## config.mk

```make
export PLATFORM = sky130hd
export DESIGN_NAME = midi_voice_allocator_unit
export DESIGN_NICKNAME = d
export VERILOG_FILES = /design/src/rtl/mva_pkg.sv /design/src/rtl/midi_voice_allocator_unit.sv /design/src/rtl/mva_datapath.sv /design/src/rtl/mva_controller.sv
export SDC_FILE = /design/constraint.sdc
export NUM_CORES = 1
export LEC_CHECK = 0
export BUFFER_PORTS_ARGS = -buffer_cell sky130_fd_sc_hd__buf_2
export CAP_MARGIN = 10
export CORE_MARGIN = 5
export CORE_UTILIZATION = 45
export CTS_CLUSTER_DIAMETER = 50
export DETAILED_ROUTE_END_ITERATION = 6
export GPL_ROUTABILITY_DRIVEN = 0
export GPL_TIMING_DRIVEN = 0
export PLACE_DENSITY = 0.61
export SYNTH_ARGS = -nofsm -noshare
export SYNTH_HDL_FRONTEND = slang
export SYNTH_SLANG_ARGS = --single-unit
```

## constraint.sdc

```tcl
create_clock -name clock -period 4.3 [get_ports clock]
set_input_delay 0.215 -clock clock [delete_from_list [all_inputs] [get_ports clock]]
set_output_delay 0.215 -clock clock [all_outputs]
set_load 0.01 [all_outputs]
```

## src/rtl/mva_pkg.sv

```systemverilog
`timescale 1ns / 1ps

package mva_pkg;

   // default sizes
   localparam int MAX_VOICES_DEF       = 8;
   localparam int NOTE_STACK_DEPTH_DEF = 16;

   // field widths
   localparam int VOICE_COUNT_W = 4;
   localparam int OPCODE_W      = 2;
   localparam int NOTE_W        = 7;
   localparam int BEND_W        = 14;
   localparam int MASK_W        = 8;
   localparam int VIDX_W        = 3;
   localparam int VNOTE_W       = 8;
   localparam int REQ_TDATA_W   = 24;
   localparam int RSP_TDATA_W   = 56;

   localparam logic [BEND_W-1:0]        BEND_CENTRE  = 14'd8192;
   localparam logic [VNOTE_W-1:0]       SILENT_NOTE  = 8'hFF;
   localparam logic [VOICE_COUNT_W-1:0] VOICE_COUNT_RESET = 4'd1;

   typedef enum logic [OPCODE_W-1:0] {
      OP_NOTE_ON     = 2'd0,
      OP_NOTE_OFF    = 2'd1,
      OP_ALL_OFF     = 2'd2,
      OP_PITCH_WHEEL = 2'd3
   } opcode_type;

   typedef enum logic [4:0] {
      DP_NONE,
      DP_LOAD,
      DP_BCAST,
      DP_REDUCE,
      DP_SCAN_NEXT,
      DP_RR_HIT,
      DP_MISS,
      DP_POLY_SET,
      DP_PUSH,
      DP_SRCH_RD,
      DP_SP_INC,
      DP_V0_MISS,
      DP_SH_RD,
      DP_SH_WR,
      DP_POP,
      DP_TOP_RD,
      DP_TOP_EMPTY,
      DP_TOP_SET,
      DP_V0_COMMIT,
      DP_OUT
   } dp_action_type;

   typedef struct packed {
      dp_action_type action;
   } mva_cmd_type;

   typedef struct packed {
      opcode_type op;
      logic       mono;
      logic       idx_ge_nv;
      logic       scan_silent;
      logic       scan_match;
      logic       scan_last;
      logic       sel_zero;
      logic       stack_empty;
      logic       rd_match;
      logic       srch_last;
      logic       shift_more;
   } mva_status_type;

endpackage

```

## src/rtl/midi_voice_allocator_unit.sv

```systemverilog
`timescale 1ns / 1ps
// path from input transfer to rsp_tvalid: all notes off and pitch wheel go through dispatch and broadcast;
//   mono note on pushes onto the stack and commits voice 0; polyphonic note on reduces the pointer,
//   scans the voices and sets the voice it finds or reports a miss; a hit on voice 0 runs the stack path
// mono note off: searches the stack entry by entry and moves the later entries down one place;
//   one event in flight, next input taken after the result loads
// reset (synchronous, active high): voice count 1, voices silent, stack empty, pointer 0, bend 8192

module midi_voice_allocator_unit #(
   parameter int MAX_VOICES       = mva_pkg::MAX_VOICES_DEF,
   parameter int NOTE_STACK_DEPTH = mva_pkg::NOTE_STACK_DEPTH_DEF
) (
   input  logic                                clock,
   input  logic                                reset,
   input  logic                                csr_valid,
   output logic                                csr_ready,
   input  logic [mva_pkg::VOICE_COUNT_W-1:0]   csr_wdata,    // voice_count
   input  logic                                req_tvalid,
   output logic                                req_tready,
   input  logic [mva_pkg::REQ_TDATA_W-1:0]     req_tdata,    // note, bend
   input  logic [mva_pkg::OPCODE_W-1:0]        req_tuser,    // opcode
   output logic                                rsp_tvalid,
   input  logic                                rsp_tready,
   // target_mask, trigger_mask, retune_mask, voice_index, voice_note, dropped, bend_out
   output logic [mva_pkg::RSP_TDATA_W-1:0]     rsp_tdata
);
   import mva_pkg::*;

   localparam int RSP_USED_W = 3 * MASK_W + VIDX_W + VNOTE_W + 1 + BEND_W;

   mva_cmd_type         cmd;
   mva_status_type      status;
   logic [MASK_W-1:0]   rsp_target;
   logic [MASK_W-1:0]   rsp_trigger;
   logic [MASK_W-1:0]   rsp_retune;
   logic [VIDX_W-1:0]   rsp_voice_index;
   logic [VNOTE_W-1:0]  rsp_voice_note;
   logic                rsp_dropped;
   logic [BEND_W-1:0]   rsp_bend_out;

   assign csr_ready = 1'b1;

   mva_controller u_controller (
      .clock     (clock),
      .reset     (reset),
      .req_valid (req_tvalid),
      .req_ready (req_tready),
      .rsp_valid (rsp_tvalid),
      .rsp_ready (rsp_tready),
      .status    (status),
      .cmd       (cmd)
   );

   mva_datapath #(
      .MAX_VOICES       (MAX_VOICES),
      .NOTE_STACK_DEPTH (NOTE_STACK_DEPTH)
   ) u_datapath (
      .clock           (clock),
      .reset           (reset),
      .cmd             (cmd),
      .status          (status),
      .csr_valid       (csr_valid),
      .csr_wdata       (csr_wdata),
      .req_opcode      (req_tuser),
      .req_note        (req_tdata[NOTE_W-1:0]),
      .req_bend        (req_tdata[NOTE_W+BEND_W-1:NOTE_W]),
      .out_target      (rsp_target),
      .out_trigger     (rsp_trigger),
      .out_retune      (rsp_retune),
      .out_voice_index (rsp_voice_index),
      .out_voice_note  (rsp_voice_note),
      .out_dropped     (rsp_dropped),
      .out_bend        (rsp_bend_out)
   );

   assign rsp_tdata = {{(RSP_TDATA_W - RSP_USED_W){1'b0}}, rsp_bend_out, rsp_dropped,
                       rsp_voice_note, rsp_voice_index, rsp_retune, rsp_trigger, rsp_target};

   // the block works on one event at a time
   a_busy_after_accept: assert property (@(posedge clock) disable iff (reset)
      (req_tvalid && req_tready) |=> !req_tready)
      else $error("input taken while an event is still in work");

   a_trigger_retunes: assert property (@(posedge clock) disable iff (reset)
      rsp_tvalid |-> ((rsp_trigger & ~rsp_retune) == '0))
      else $error("voice triggered without retune");

   a_trigger_targeted: assert property (@(posedge clock) disable iff (reset)
      rsp_tvalid |-> ((rsp_trigger & ~rsp_target) == '0))
      else $error("voice triggered that did not receive the event");

endmodule

```

## src/rtl/mva_datapath.sv

```systemverilog
`timescale 1ns / 1ps

module mva_datapath #(
   parameter int MAX_VOICES       = mva_pkg::MAX_VOICES_DEF,
   parameter int NOTE_STACK_DEPTH = mva_pkg::NOTE_STACK_DEPTH_DEF
) (
   input  logic                                 clock,
   input  logic                                 reset,
   input  mva_pkg::mva_cmd_type                 cmd,
   output mva_pkg::mva_status_type              status,
   input  logic                                 csr_valid,
   input  logic [mva_pkg::VOICE_COUNT_W-1:0]    csr_wdata,
   input  logic [mva_pkg::OPCODE_W-1:0]         req_opcode,
   input  logic [mva_pkg::NOTE_W-1:0]           req_note,
   input  logic [mva_pkg::BEND_W-1:0]           req_bend,
   output logic [mva_pkg::MASK_W-1:0]           out_target,
   output logic [mva_pkg::MASK_W-1:0]           out_trigger,
   output logic [mva_pkg::MASK_W-1:0]           out_retune,
   output logic [mva_pkg::VIDX_W-1:0]           out_voice_index,
   output logic [mva_pkg::VNOTE_W-1:0]          out_voice_note,
   output logic                                 out_dropped,
   output logic [mva_pkg::BEND_W-1:0]           out_bend
);
   import mva_pkg::*;

   localparam int VW  = (MAX_VOICES > 1) ? $clog2(MAX_VOICES) : 1;
   localparam int NVW = $clog2(MAX_VOICES + 1);
   localparam int SW  = $clog2(NOTE_STACK_DEPTH);
   localparam int CW  = $clog2(NOTE_STACK_DEPTH + 1);

   logic [VOICE_COUNT_W-1:0] voice_count_ff, voice_count_in;
   logic [BEND_W-1:0]        bend_ff, bend_in;
   logic [VW-1:0]            ptr_ff, ptr_in;
   logic [CW-1:0]            count_ff, count_in;
   logic [VNOTE_W-1:0]       voice_note_ff [MAX_VOICES];
   logic [VNOTE_W-1:0]       voice_note_in [MAX_VOICES];

   opcode_type               op_ff, op_in;
   logic [NOTE_W-1:0]        note_ff, note_in;
   logic [VW-1:0]            idx_ff, idx_in;
   logic [NVW-1:0]           cnt_ff, cnt_in;
   logic [SW-1:0]            sp_ff, sp_in;
   logic [VNOTE_W-1:0]       top_ff, top_in;
   logic                     miss_ff, miss_in;

   logic [MASK_W-1:0]        res_target_ff, res_target_in;
   logic [MASK_W-1:0]        res_trigger_ff, res_trigger_in;
   logic [MASK_W-1:0]        res_retune_ff, res_retune_in;
   logic [VIDX_W-1:0]        res_vidx_ff, res_vidx_in;
   logic [VNOTE_W-1:0]       res_vnote_ff, res_vnote_in;
   logic                     res_dropped_ff, res_dropped_in;

   logic [MASK_W-1:0]        rsp_target_ff, rsp_trigger_ff, rsp_retune_ff;
   logic [VIDX_W-1:0]        rsp_vidx_ff;
   logic [VNOTE_W-1:0]       rsp_vnote_ff;
   logic                     rsp_dropped_ff;
   logic [BEND_W-1:0]        rsp_bend_ff;

   // voice 0 note stack
   logic [NOTE_W-1:0]        stack_mem [NOTE_STACK_DEPTH];
   logic [NOTE_W-1:0]        rdata_ff;
   logic                     mem_we, mem_re;
   logic [SW-1:0]            mem_waddr, mem_raddr;
   logic [NOTE_W-1:0]        mem_wdata;

   logic [NVW-1:0]           nv_eff;
   logic [NVW-1:0]           idx_ext;
   logic [VW-1:0]            idx_wrap_next;
   logic [NVW-1:0]           rr_start;
   logic [VW-1:0]            ptr_wrap_next;
   logic [CW-1:0]            sp_next_ext;
   logic [VNOTE_W-1:0]       cur_note;
   logic [VNOTE_W-1:0]       poly_note;
   logic [MAX_VOICES-1:0]    sel_mask;
   logic [MAX_VOICES-1:0]    bc_target;
   logic [MAX_VOICES-1:0]    bc_changed;
   logic                     v0_changed;

   // out-of-range counts clamp to one voice or to the voice limit
   always_comb begin
      if (voice_count_ff == '0) begin
         nv_eff = NVW'(1);
      end else if (int'(voice_count_ff) > MAX_VOICES) begin
         nv_eff = NVW'(MAX_VOICES);
      end else begin
         nv_eff = NVW'(voice_count_ff);
      end
   end

   assign idx_ext       = NVW'(idx_ff);
   assign idx_wrap_next = ((idx_ext + NVW'(1)) == nv_eff) ? '0 : VW'(idx_ext + NVW'(1));
   // reduced scan start, recovered from the current voice and the steps taken
   assign rr_start      = (idx_ext >= cnt_ff) ? (idx_ext - cnt_ff)
                                              : (idx_ext + nv_eff - cnt_ff);
   assign ptr_wrap_next = ((rr_start + NVW'(1)) == nv_eff) ? '0 : VW'(rr_start + NVW'(1));
   assign sp_next_ext   = CW'(sp_ff) + CW'(1);
   assign cur_note      = voice_note_ff[idx_ff];
   assign sel_mask      = MAX_VOICES'(1) << idx_ff;
   assign poly_note     = (op_ff == OP_NOTE_ON) ? {1'b0, note_ff} : SILENT_NOTE;
   assign v0_changed    = (top_ff != voice_note_ff[0]);

   always_comb begin
      for (int v = 0; v < MAX_VOICES; v++) begin
         bc_target[v]  = (v < int'(nv_eff));
         bc_changed[v] = bc_target[v] && (op_ff == OP_ALL_OFF) &&
                         (voice_note_ff[v] != SILENT_NOTE);
      end
   end

   always_comb begin
      status.op          = op_ff;
      status.mono        = (nv_eff == NVW'(1));
      status.idx_ge_nv   = (idx_ext >= nv_eff);
      status.scan_silent = (cur_note == SILENT_NOTE);
      status.scan_match  = (cur_note == {1'b0, note_ff});
      status.scan_last   = ((cnt_ff + NVW'(1)) == nv_eff);
      status.sel_zero    = (idx_ff == '0);
      status.stack_empty = (count_ff == '0);
      status.rd_match    = (rdata_ff == note_ff);
      status.srch_last   = (sp_next_ext == count_ff);
      status.shift_more  = (sp_next_ext < count_ff);
   end

   always_comb begin
      voice_count_in = csr_valid ? csr_wdata : voice_count_ff;
      bend_in        = bend_ff;
      ptr_in         = ptr_ff;
      count_in       = count_ff;
      voice_note_in  = voice_note_ff;
      op_in          = op_ff;
      note_in        = note_ff;
      idx_in         = idx_ff;
      cnt_in         = cnt_ff;
      sp_in          = sp_ff;
      top_in         = top_ff;
      miss_in        = miss_ff;
      res_target_in  = res_target_ff;
      res_trigger_in = res_trigger_ff;
      res_retune_in  = res_retune_ff;
      res_vidx_in    = res_vidx_ff;
      res_vnote_in   = res_vnote_ff;
      res_dropped_in = res_dropped_ff;
      mem_we         = 1'b0;
      mem_re         = 1'b0;
      mem_waddr      = sp_ff;
      mem_raddr      = sp_ff;
      mem_wdata      = rdata_ff;

      unique case (cmd.action)
         DP_LOAD: begin
            op_in   = opcode_type'(req_opcode);
            note_in = req_note;
            if (opcode_type'(req_opcode) == OP_PITCH_WHEEL) begin
               bend_in = req_bend;
            end
            // round-robin search starts at the pointer
            idx_in         = (opcode_type'(req_opcode) == OP_NOTE_ON) ? ptr_ff : '0;
            cnt_in         = '0;
            sp_in          = '0;
            res_target_in  = '0;
            res_trigger_in = '0;
            res_retune_in  = '0;
            res_vidx_in    = '0;
            res_vnote_in   = SILENT_NOTE;
            res_dropped_in = 1'b0;
         end
         DP_BCAST: begin
            res_target_in  = MASK_W'(bc_target);
            res_trigger_in = MASK_W'(bc_changed);
            res_retune_in  = (op_ff == OP_PITCH_WHEEL) ? MASK_W'(bc_target)
                                                       : MASK_W'(bc_changed);
            if (op_ff == OP_ALL_OFF) begin
               count_in = '0;
               for (int v = 0; v < MAX_VOICES; v++) begin
                  if (bc_target[v]) begin
                     voice_note_in[v] = SILENT_NOTE;
                  end
               end
            end
         end
         DP_REDUCE: begin
            idx_in = VW'(idx_ext - nv_eff);
         end
         DP_SCAN_NEXT: begin
            idx_in = idx_wrap_next;
            cnt_in = cnt_ff + NVW'(1);
         end
         DP_RR_HIT: begin
            // pointer steps by one from where the scan began
            ptr_in = ptr_wrap_next;
         end
         DP_MISS: begin
            res_dropped_in = 1'b1;
         end
         DP_POLY_SET: begin
            voice_note_in[idx_ff] = poly_note;
            res_target_in  = MASK_W'(sel_mask);
            res_trigger_in = MASK_W'(sel_mask);
            res_retune_in  = MASK_W'(sel_mask);
            res_vidx_in    = VIDX_W'(idx_ff);
            res_vnote_in   = poly_note;
         end
         DP_PUSH: begin
            if (count_ff != CW'(NOTE_STACK_DEPTH)) begin
               mem_we    = 1'b1;
               mem_waddr = SW'(count_ff);
               mem_wdata = note_ff;
               count_in  = count_ff + CW'(1);
               top_in    = {1'b0, note_ff};
               miss_in   = 1'b0;
            end else begin
               top_in  = voice_note_ff[0];
               miss_in = 1'b1;
            end
         end
         DP_SRCH_RD: begin
            mem_re    = 1'b1;
            mem_raddr = sp_ff;
         end
         DP_SP_INC: begin
            sp_in = SW'(sp_next_ext);
         end
         DP_V0_MISS: begin
            top_in  = voice_note_ff[0];
            miss_in = 1'b1;
         end
         DP_SH_RD: begin
            mem_re    = 1'b1;
            mem_raddr = SW'(sp_next_ext);
         end
         DP_SH_WR: begin
            mem_we    = 1'b1;
            mem_waddr = sp_ff;
            mem_wdata = rdata_ff;
            sp_in     = SW'(sp_next_ext);
         end
         DP_POP: begin
            count_in = count_ff - CW'(1);
            miss_in  = 1'b0;
         end
         DP_TOP_RD: begin
            mem_re    = 1'b1;
            mem_raddr = SW'(count_ff - CW'(1));
         end
         DP_TOP_EMPTY: begin
            top_in = SILENT_NOTE;
         end
         DP_TOP_SET: begin
            top_in = {1'b0, rdata_ff};
         end
         DP_V0_COMMIT: begin
            voice_note_in[0] = top_ff;
            res_target_in    = MASK_W'(1);
            res_trigger_in   = MASK_W'(v0_changed);
            res_retune_in    = MASK_W'(v0_changed);
            res_vidx_in      = '0;
            res_vnote_in     = top_ff;
            res_dropped_in   = miss_ff;
         end
         DP_OUT, DP_NONE: begin
         end
         default: begin
         end
      endcase
   end

   always_ff @(posedge clock) begin
      if (reset) begin
         voice_count_ff <= VOICE_COUNT_RESET;
         bend_ff        <= BEND_CENTRE;
         ptr_ff         <= '0;
         count_ff       <= '0;
         for (int v = 0; v < MAX_VOICES; v++) begin
            voice_note_ff[v] <= SILENT_NOTE;
         end
      end else begin
         voice_count_ff <= voice_count_in;
         bend_ff        <= bend_in;
         ptr_ff         <= ptr_in;
         count_ff       <= count_in;
         voice_note_ff  <= voice_note_in;
      end
   end

   always_ff @(posedge clock) begin
      op_ff          <= op_in;
      note_ff        <= note_in;
      idx_ff         <= idx_in;
      cnt_ff         <= cnt_in;
      sp_ff          <= sp_in;
      top_ff         <= top_in;
      miss_ff        <= miss_in;
      res_target_ff  <= res_target_in;
      res_trigger_ff <= res_trigger_in;
      res_retune_ff  <= res_retune_in;
      res_vidx_ff    <= res_vidx_in;
      res_vnote_ff   <= res_vnote_in;
      res_dropped_ff <= res_dropped_in;
      if (cmd.action == DP_OUT) begin
         rsp_target_ff  <= res_target_ff;
         rsp_trigger_ff <= res_trigger_ff;
         rsp_retune_ff  <= res_retune_ff;
         rsp_vidx_ff    <= res_vidx_ff;
         rsp_vnote_ff   <= res_vnote_ff;
         rsp_dropped_ff <= res_dropped_ff;
         rsp_bend_ff    <= bend_ff;
      end
   end

   always_ff @(posedge clock) begin
      if (mem_we) begin
         stack_mem[mem_waddr] <= mem_wdata;
      end
      if (mem_re) begin
         rdata_ff <= stack_mem[mem_raddr];
      end
   end

   assign out_target      = rsp_target_ff;
   assign out_trigger     = rsp_trigger_ff;
   assign out_retune      = rsp_retune_ff;
   assign out_voice_index = rsp_vidx_ff;
   assign out_voice_note  = rsp_vnote_ff;
   assign out_dropped     = rsp_dropped_ff;
   assign out_bend        = rsp_bend_ff;

endmodule

```

## src/rtl/mva_controller.sv

```systemverilog
`timescale 1ns / 1ps

module mva_controller (
   input  logic                    clock,
   input  logic                    reset,
   input  logic                    req_valid,
   output logic                    req_ready,
   output logic                    rsp_valid,
   input  logic                    rsp_ready,
   input  mva_pkg::mva_status_type status,
   output mva_pkg::mva_cmd_type    cmd
);
   import mva_pkg::*;

   typedef enum logic [3:0] {
      S_IDLE,
      S_DISPATCH,
      S_BCAST,
      S_REDUCE,
      S_RR_SCAN,
      S_OFF_SCAN,
      S_POLY_SET,
      S_PUSH,
      S_SRCH_RD,
      S_SRCH_CMP,
      S_SH_RD,
      S_SH_WR,
      S_TOP_RD,
      S_TOP_SET,
      S_V0_COMMIT,
      S_FINISH
   } state_type;

   state_type state_ff, state_in;
   logic      rsp_valid_ff, rsp_valid_in;

   always_comb begin
      state_in     = state_ff;
      rsp_valid_in = rsp_valid_ff && !rsp_ready;
      cmd.action   = DP_NONE;

      unique case (state_ff)
         S_IDLE: begin
            if (req_valid) begin
               cmd.action = DP_LOAD;
               state_in   = S_DISPATCH;
            end
         end
         S_DISPATCH: begin
            priority if (status.op == OP_ALL_OFF || status.op == OP_PITCH_WHEEL) begin
               state_in = S_BCAST;
            end else if (status.mono) begin
               state_in = (status.op == OP_NOTE_ON) ? S_PUSH : S_SRCH_RD;
            end else if (status.op == OP_NOTE_ON) begin
               state_in = S_REDUCE;
            end else begin
               state_in = S_OFF_SCAN;
            end
         end
         S_BCAST: begin
            cmd.action = DP_BCAST;
            state_in   = S_FINISH;
         end
         S_REDUCE: begin
            // the pointer may sit beyond a voice count that was lowered
            if (status.idx_ge_nv) begin
               cmd.action = DP_REDUCE;
            end else begin
               state_in = S_RR_SCAN;
            end
         end
         S_RR_SCAN: begin
            priority if (status.scan_silent) begin
               cmd.action = DP_RR_HIT;
               state_in   = status.sel_zero ? S_PUSH : S_POLY_SET;
            end else if (status.scan_last) begin
               cmd.action = DP_MISS;
               state_in   = S_FINISH;
            end else begin
               cmd.action = DP_SCAN_NEXT;
            end
         end
         S_OFF_SCAN: begin
            priority if (status.scan_match) begin
               state_in = status.sel_zero ? S_SRCH_RD : S_POLY_SET;
            end else if (status.scan_last) begin
               cmd.action = DP_MISS;
               state_in   = S_FINISH;
            end else begin
               cmd.action = DP_SCAN_NEXT;
            end
         end
         S_POLY_SET: begin
            cmd.action = DP_POLY_SET;
            state_in   = S_FINISH;
         end
         S_PUSH: begin
            cmd.action = DP_PUSH;
            state_in   = S_V0_COMMIT;
         end
         S_SRCH_RD: begin
            if (status.stack_empty) begin
               cmd.action = DP_V0_MISS;
               state_in   = S_V0_COMMIT;
            end else begin
               cmd.action = DP_SRCH_RD;
               state_in   = S_SRCH_CMP;
            end
         end
         S_SRCH_CMP: begin
            priority if (status.rd_match) begin
               state_in = S_SH_RD;
            end else if (status.srch_last) begin
               cmd.action = DP_V0_MISS;
               state_in   = S_V0_COMMIT;
            end else begin
               cmd.action = DP_SP_INC;
               state_in   = S_SRCH_RD;
            end
         end
         S_SH_RD: begin
            // close the gap one entry at a time, then drop the count
            if (status.shift_more) begin
               cmd.action = DP_SH_RD;
               state_in   = S_SH_WR;
            end else begin
               cmd.action = DP_POP;
               state_in   = S_TOP_RD;
            end
         end
         S_SH_WR: begin
            cmd.action = DP_SH_WR;
            state_in   = S_SH_RD;
         end
         S_TOP_RD: begin
            if (status.stack_empty) begin
               cmd.action = DP_TOP_EMPTY;
               state_in   = S_V0_COMMIT;
            end else begin
               cmd.action = DP_TOP_RD;
               state_in   = S_TOP_SET;
            end
         end
         S_TOP_SET: begin
            cmd.action = DP_TOP_SET;
            state_in   = S_V0_COMMIT;
         end
         S_V0_COMMIT: begin
            cmd.action = DP_V0_COMMIT;
            state_in   = S_FINISH;
         end
         S_FINISH: begin
            if (!rsp_valid_ff || rsp_ready) begin
               cmd.action   = DP_OUT;
               rsp_valid_in = 1'b1;
               state_in     = S_IDLE;
            end
         end
         default: begin
            state_in = S_IDLE;
         end
      endcase
   end

   always_ff @(posedge clock) begin
      if (reset) begin
         state_ff     <= S_IDLE;
         rsp_valid_ff <= 1'b0;
      end else begin
         state_ff     <= state_in;
         rsp_valid_ff <= rsp_valid_in;
      end
   end

   assign req_ready = (state_ff == S_IDLE);
   assign rsp_valid = rsp_valid_ff;

endmodule
```

==> run metrics, run 1 <==
P&R area growth vs syn=17.3%; CP startpoint kind=flip-flop; CTS tree=yes; initial antenna violation count=0; commonest non-fill, non-tap cell in the layout=edfxtp_1; Tot GR Track Use=around 22%; antenna cells=0; crit end category=flip-flop; critical path class=flip-flop to flip-flop; share of the synthesized area in the top cell type=44.1%; Vias/cell=6.03; CORE AREA=approximately 35000 µm²; Die Y=198 µm; Root Buffer=clkbuf_16; drt wl/cell=21.7 µm; # IOs=94; area leader, netlist=edfxtp_1; Gate Count Post-Synth=roughly 1.4k; most frequent cells in the layout=edfxtp_1, nor2_1, nand2_1; pwr dens=roughly 660 nW/µm²; Req. time, crit path=about 4700 ps; largest net degree at the start of global routing=33; count of final hold-check violations=0; Seq/Total Area, Yosys=between 50% and 60%; vias in the first global route=roughly 12k; Post-synth ARST share=0%; initial core utilization=a little under half; Slew @ Worst Pin=approximately 1200 ps; static leakage power=between 6 and 7 nW; proportion of layout cells with a drive suffix above 1=approximately 15%; Post-synth EDFFs=roughly 230; Cell Area, Synth=~16000 µm²; GRT overflow=0; Fin Clk Skew=15.3 ps; Die ar.=around 39000 µm²; Core Rows=a little under 70; clk_lat worst skew=between 500 and 600 ps; Yosys reg bits=around 330; maxcap violations=0; drt total wl=between 40000 and 50000 µm; Vias=about 13k; peak supply drop=approximately 0.60 mV; fmax=246 MHz; Mapped Avg Cell Area=about 11 µm²; Post-route DRC=0; post-route ant nets=0; HP Class=input port to flip-flop; Setup-failing EPs final=0; Non-Filler Instances=approximately 2.1k; CTS Buffer Depth=3; setup ws final=241 ps; CTS H-tree lvls=2; worst hold slack=approximately 57 ps; DP Worst Slack=-331 ps; DP HPWL=around 33000 µm; global-route wire length before repair=69600 µm; R2R depth=15; slew margin rel.=between 20% and 30%; YS warnings=0; Final Slew Violations=0; Tmin final=approximately 4100 ps; DR pass1 iterations=6; Yosys cell types=86; width of the die=roughly 200 µm; Placed Cells=approximately 2.0k; worst hold path stage count=4; Primary FF master, synth=edfxtp_1; Net count, final=between 1.5k and 2k; Crit Path Max Fanout=10; crit share post-route=a little over nine tenths; Fill cells=~3.1k; Clk pin slew, worst setup/hold paths=about 60 ps; Initial DRC Count=1296; Sinks on Clock Net=between 300 and 400; TritonCTS Buffers=41; top post-synthesis cells by area=edfxtp_1, dfxtp_1, a211o_1; Buffers on Ports=81; outcome=complete, no violations; WP data arrival=roughly 4500 ps
cell families after synthesis:
family / count (synthesis) / synth area share [%]
XOR/XNOR: 37 / 2.03
buffers and inverters: 137 / 3.61
AO/OA/AOI/OAI: 340 / 15.3
adder cells (fa/ha/maj): 32 / 2.75
flip-flops: 329 / 56.0
other: 2 / 0.0471
multiplexers: 68 / 5.39
AND/OR/NAND/NOR: 480 / 14.8
area by class of cell:
cell class | instances | area (µm²) | area share, %
Buffer | 85 | 392 | 2.10
Multi-Input combinational cell | 964 | 6560 | 35.1
Tap cell | 461 | 577 | 3.09
Timing Repair Buffer | 113 | 726 | 3.88
Sequential cell | 329 | 8930 | 47.8
Clock inverter | 20 | 211 | 1.13
Clock buffer | 54 | 1110 | 5.92
Inverter | 50 | 190 | 1.02
state kept, by name (all words and copies together) (netlist names), 14 cells and up:
signal,count
u_datapath.bend_ff,14
u_datapath.out_bend,14
u_datapath.stack_mem,112
u_datapath.voice_note_ff,64
worst max-delay path: stages, from the launching register on:
cell       delay [ps]
edfxtp_1          460
clkbuf_4          250
buf_6             170
inv_4             160
ha_2              250
inv_1              70
fa_1              400
a21o_1            210
a21oi_4           210
or2_2             180
o21ai_1           160
ha_1              260
or3_1             450
a2111oi_2         410
o41a_1            200
o2bb2ai_1          70
layer usage:
layer  vias up  wire (µm)  global-route usage (%)
met5         -          0                       0
met4         0       1260                    6.78
met3        94       3500                    3.52
met2       595      20300                    34.7
met1      6095      20000                    32.9
li1       5740          -                       -
cells in the mapped netlist (40+ instances only):
library cell,n
inv_1,43
edfxtp_1,234
nor3_1,43
nand3_1,40
nor2_1,142
a211o_1,66
a21oi_1,57
nand2_1,108
dfxtp_1,95
clkbuf_1,61
o21ai_0,60
metrics by stage:
stage               total power [mW]  TNS (ps)  utilization [%]  area [µm²]
floorplan                       7.43         0                -       16000
global placement                8.65    -50390             48.1       16900
detailed placement              8.71     -8280             48.2       17000
CTS                             12.1         0             52.7       18600
global route                    12.9     -4.34             53.1       18700
finish                          12.2         0             53.1       18700
timing repair:
action,CTS,global route
resized for setup,8,32
pin swaps,0,0
cloned,0,0
hold endpoints to repair,27,0
hold buffers,27,0
buffers inserted,0,3
setup endpoints to repair,49,40
report_power, final:
part,leakage [nW],switching (mW),internal [mW],total (mW)
combinational,3.34,2.89,1.67,4.56
clock,0.633,1.36,1.97,3.33
sequential,2.88,0.364,3.99,4.36
total,6.86,4.61,7.64,12.2
worst paths after layout:
path                                                           startpoint                               endpoint  slack (ps)
worst min-delay path                                           req_tvalid  u_controller.state_ff[0]$_SDFFE_PP0P_          60
worst max-delay path                       u_datapath.idx_ff[0]$_DFFE_PP_      u_datapath.ptr_ff[1]$_SDFFE_PP0N_         240
worst min register to register  u_datapath.res_retune_ff[6]$_SDFFCE_PN0P_     u_datapath.out_retune[6]$_DFFE_PN_         420
worst max register to register             u_datapath.idx_ff[0]$_DFFE_PP_      u_datapath.ptr_ff[1]$_SDFFE_PP0N_         240
(Power assumes the default switching activity.)
==> run 2, diff against run 1 <==
GPL_TIMING_DRIVEN = unset   (was 0)
SETUP_SLACK_MARGIN = 0.05   (was unset)
==> run metrics, run 2 (synthesized netlist as in run 1, its figures left out) <==
outcome=complete, no violations; Largest register FFs=112 (unchanged); Slew @ Worst Pin=921 ps (-256 ps); slew margin rel.=38.5% (+18 points); Clock Power Share=26.8% (-0.4 points); HP Class=input port to flip-flop; P&R area growth vs syn=16.8%; drt wl/cell=20.8 µm (-4.2%); RR Startpoint=u_datapath.voice_count_ff[0]$_SDFFE_PP1P_; Core Rows=69 (unchanged); width of the die=198 µm (unchanged); proportion of layout cells with a drive suffix above 1=16.7% (+1.2 points); Buffers on Ports=83 (+2.5%); Die Y=198 µm (unchanged); CTS Buffer Depth=3 (unchanged); R2R depth=13 (-2); Post-route DRC=0 (unchanged); most frequent cells in the layout=edfxtp_1, nor2_1, nand2_1; CTS tree=yes; RSZ-0062 raised after global routing=false; switching share of power=36.7% (-0.98 points); CORE AREA=35200 µm² (unchanged); # IOs=94 (unchanged); Placed Area=17100 µm² (+0.46%); DR pass1 iterations=7 (+1); global-route wire length before repair=65400 µm (-6.1%); maxcap violations=0 (unchanged); Req. time, crit path=4570 ps (-130 ps); WP data arrival=4130 ps (-320 ps); CP startpoint kind=flip-flop; pwr dens=644 nW/µm² (-1.8%); internal power=7.58 mW (-0.71%); Non-Filler Instances=2048 (-1.3%); Die ar.=39300 µm² (unchanged); drt total wl=42600 µm (-5.5%); worst hold slack=55.7 ps (-0.883 ps); Sinks on Clock Net=329 (unchanged); TritonCTS Buffers=40 (-2.4%); Vias=12.1k (-3.5%); initial core utilization=45.2% (unchanged); worst hold path stage count=3 (-1); GRT overflow=0 (unchanged); fmax=259 MHz (+5.1%); post-route ant nets=0 (unchanged); Largest regs=u_datapath.stack_mem: 112 flops, u_datapath.voice_note_ff: 64 flops; Tmin final=3860 ps (-199 ps); combinational share of power=36.7% (-0.5 points); count of final hold-check violations=0 (unchanged); DP HPWL=29800 µm (-9.3%); vias in the first global route=11.6k (-3.3%); Net count, final=1624 (-1.6%); commonest non-fill, non-tap cell in the layout=edfxtp_1; Fin Clk Skew=21.8 ps (+6.43 ps); critical path class=flip-flop to flip-flop; setup TNS=0 ps (unchanged); Initial DRC Count=1140 (-12%); Final Slew Violations=0 (unchanged); Crit Path Max Fanout=5 (-5); clk_lat worst skew=540 ps (about the same); crit end category=flip-flop; initial antenna violation count=0 (unchanged); crit share post-route=89.8% (-4.6 points); Largest Register=u_datapath.stack_mem; Vias/cell=5.90 (-2.2%); cell area after layout=18600 µm² (-0.46%); peak supply drop=0.419 mV (-30%); Tot GR Track Use=21.1% (-1.4 points); hold_sp=csr_valid; static leakage power=6.93 nW (+1.1%); antenna cells=0 (unchanged); Root Buffer=clkbuf_16; Setup-failing EPs final=0 (unchanged); CTS H-tree lvls=2 (unchanged); Net Sw Power=4.39 mW (-4.8%); Placed Cells=1948 (-1.3%); largest net degree at the start of global routing=69 (+110%); Reg power frac=36.4% (+0.8 points); worst setup path startpoint=u_datapath.voice_count_ff[0]$_SDFFE_PP1P_; Clk pin slew, worst setup/hold paths=60 ps (about the same)
-- run 2: cell types whose count changed in the layout (fill, tap and decap cells not counted), moves of 4 or more --
cell,previous run,this run
buf_2,89,83
buf_4,15,59
a2111oi_0,7,13
buf_1,5,0
a2111oi_2,5,1
clkbuf_2,5,0
clkinv_2,1,7
clkbuf_1,64,6
-- run 2: stage by stage --
stage                     power [mW]  util (%)  setup WS [ps]
after floorplan                 7.43         -           52.9
after global placement          8.63      48.4            551
after detailed placement        8.71      48.4            417
after CTS                       12.0      52.8            404
after global routing            12.6      52.8            201
final                           12.0      52.8            440
-- run 2: worst max-delay path, stage by stage (launching register included) --
cell and delay (ps):
dfxtp_1 440, o21ba_1 180, or2_1 260, inv_2 120, ha_1 160, inv_1 50
fa_1 400, a21oi_1 180, a211oi_1 160, nor3_1 200, or4b_4 530, nor4b_1 440
a311oi_1 150, a221o_1 340
-- run 2: power by group through the flow --
stage          Clock (mW)  Sequential (mW)  Combinational [mW]
4_1_cts              3.29             4.35                4.34
5_1_grt              3.42             4.40                4.82
3_5_place_dp            0             4.41                4.29
3_3_place_gp            0             4.41                4.23
2_1_floorplan           0             4.25                3.18
6_report             3.21             4.36                4.40
-- run 2: metal layers --
layer	share of wire [%]	global-route usage, %
met5	0	0
met4	2.0	5.15
met3	7.3	3.57
met2	46	33.1
met1	45	30.7
-- run 2: layout make-up --
type / count / area, µm²
tap: 461 / 577
timing repair buffer: 172 / 1180
sequential: 329 / 8930
multi-input combinational: 964 / 6470
clock buffer: 46 / 1020
fill: 3077 / 16600
inverter: 50 / 188
clock inverter: 26 / 245
-- run 2: timing repair --
item,CTS,global route
hold buffers,28,0
endpoints found under the hold margin,27,0
setup buffers,0,0
endpoints found under the setup margin,0,2
gates resized for setup,0,1
-- run 2: worst paths after layout --
path / end / slack (ps)
min: u_datapath.voice_count_ff[1]$_SDFFE_PP0P_ / 60
max: u_datapath.idx_ff[1]$_DFFE_PP_ / 440
max reg2reg: u_datapath.idx_ff[1]$_DFFE_PP_ / 440
min reg2reg: u_datapath.out_retune[6]$_DFFE_PN_ / 410
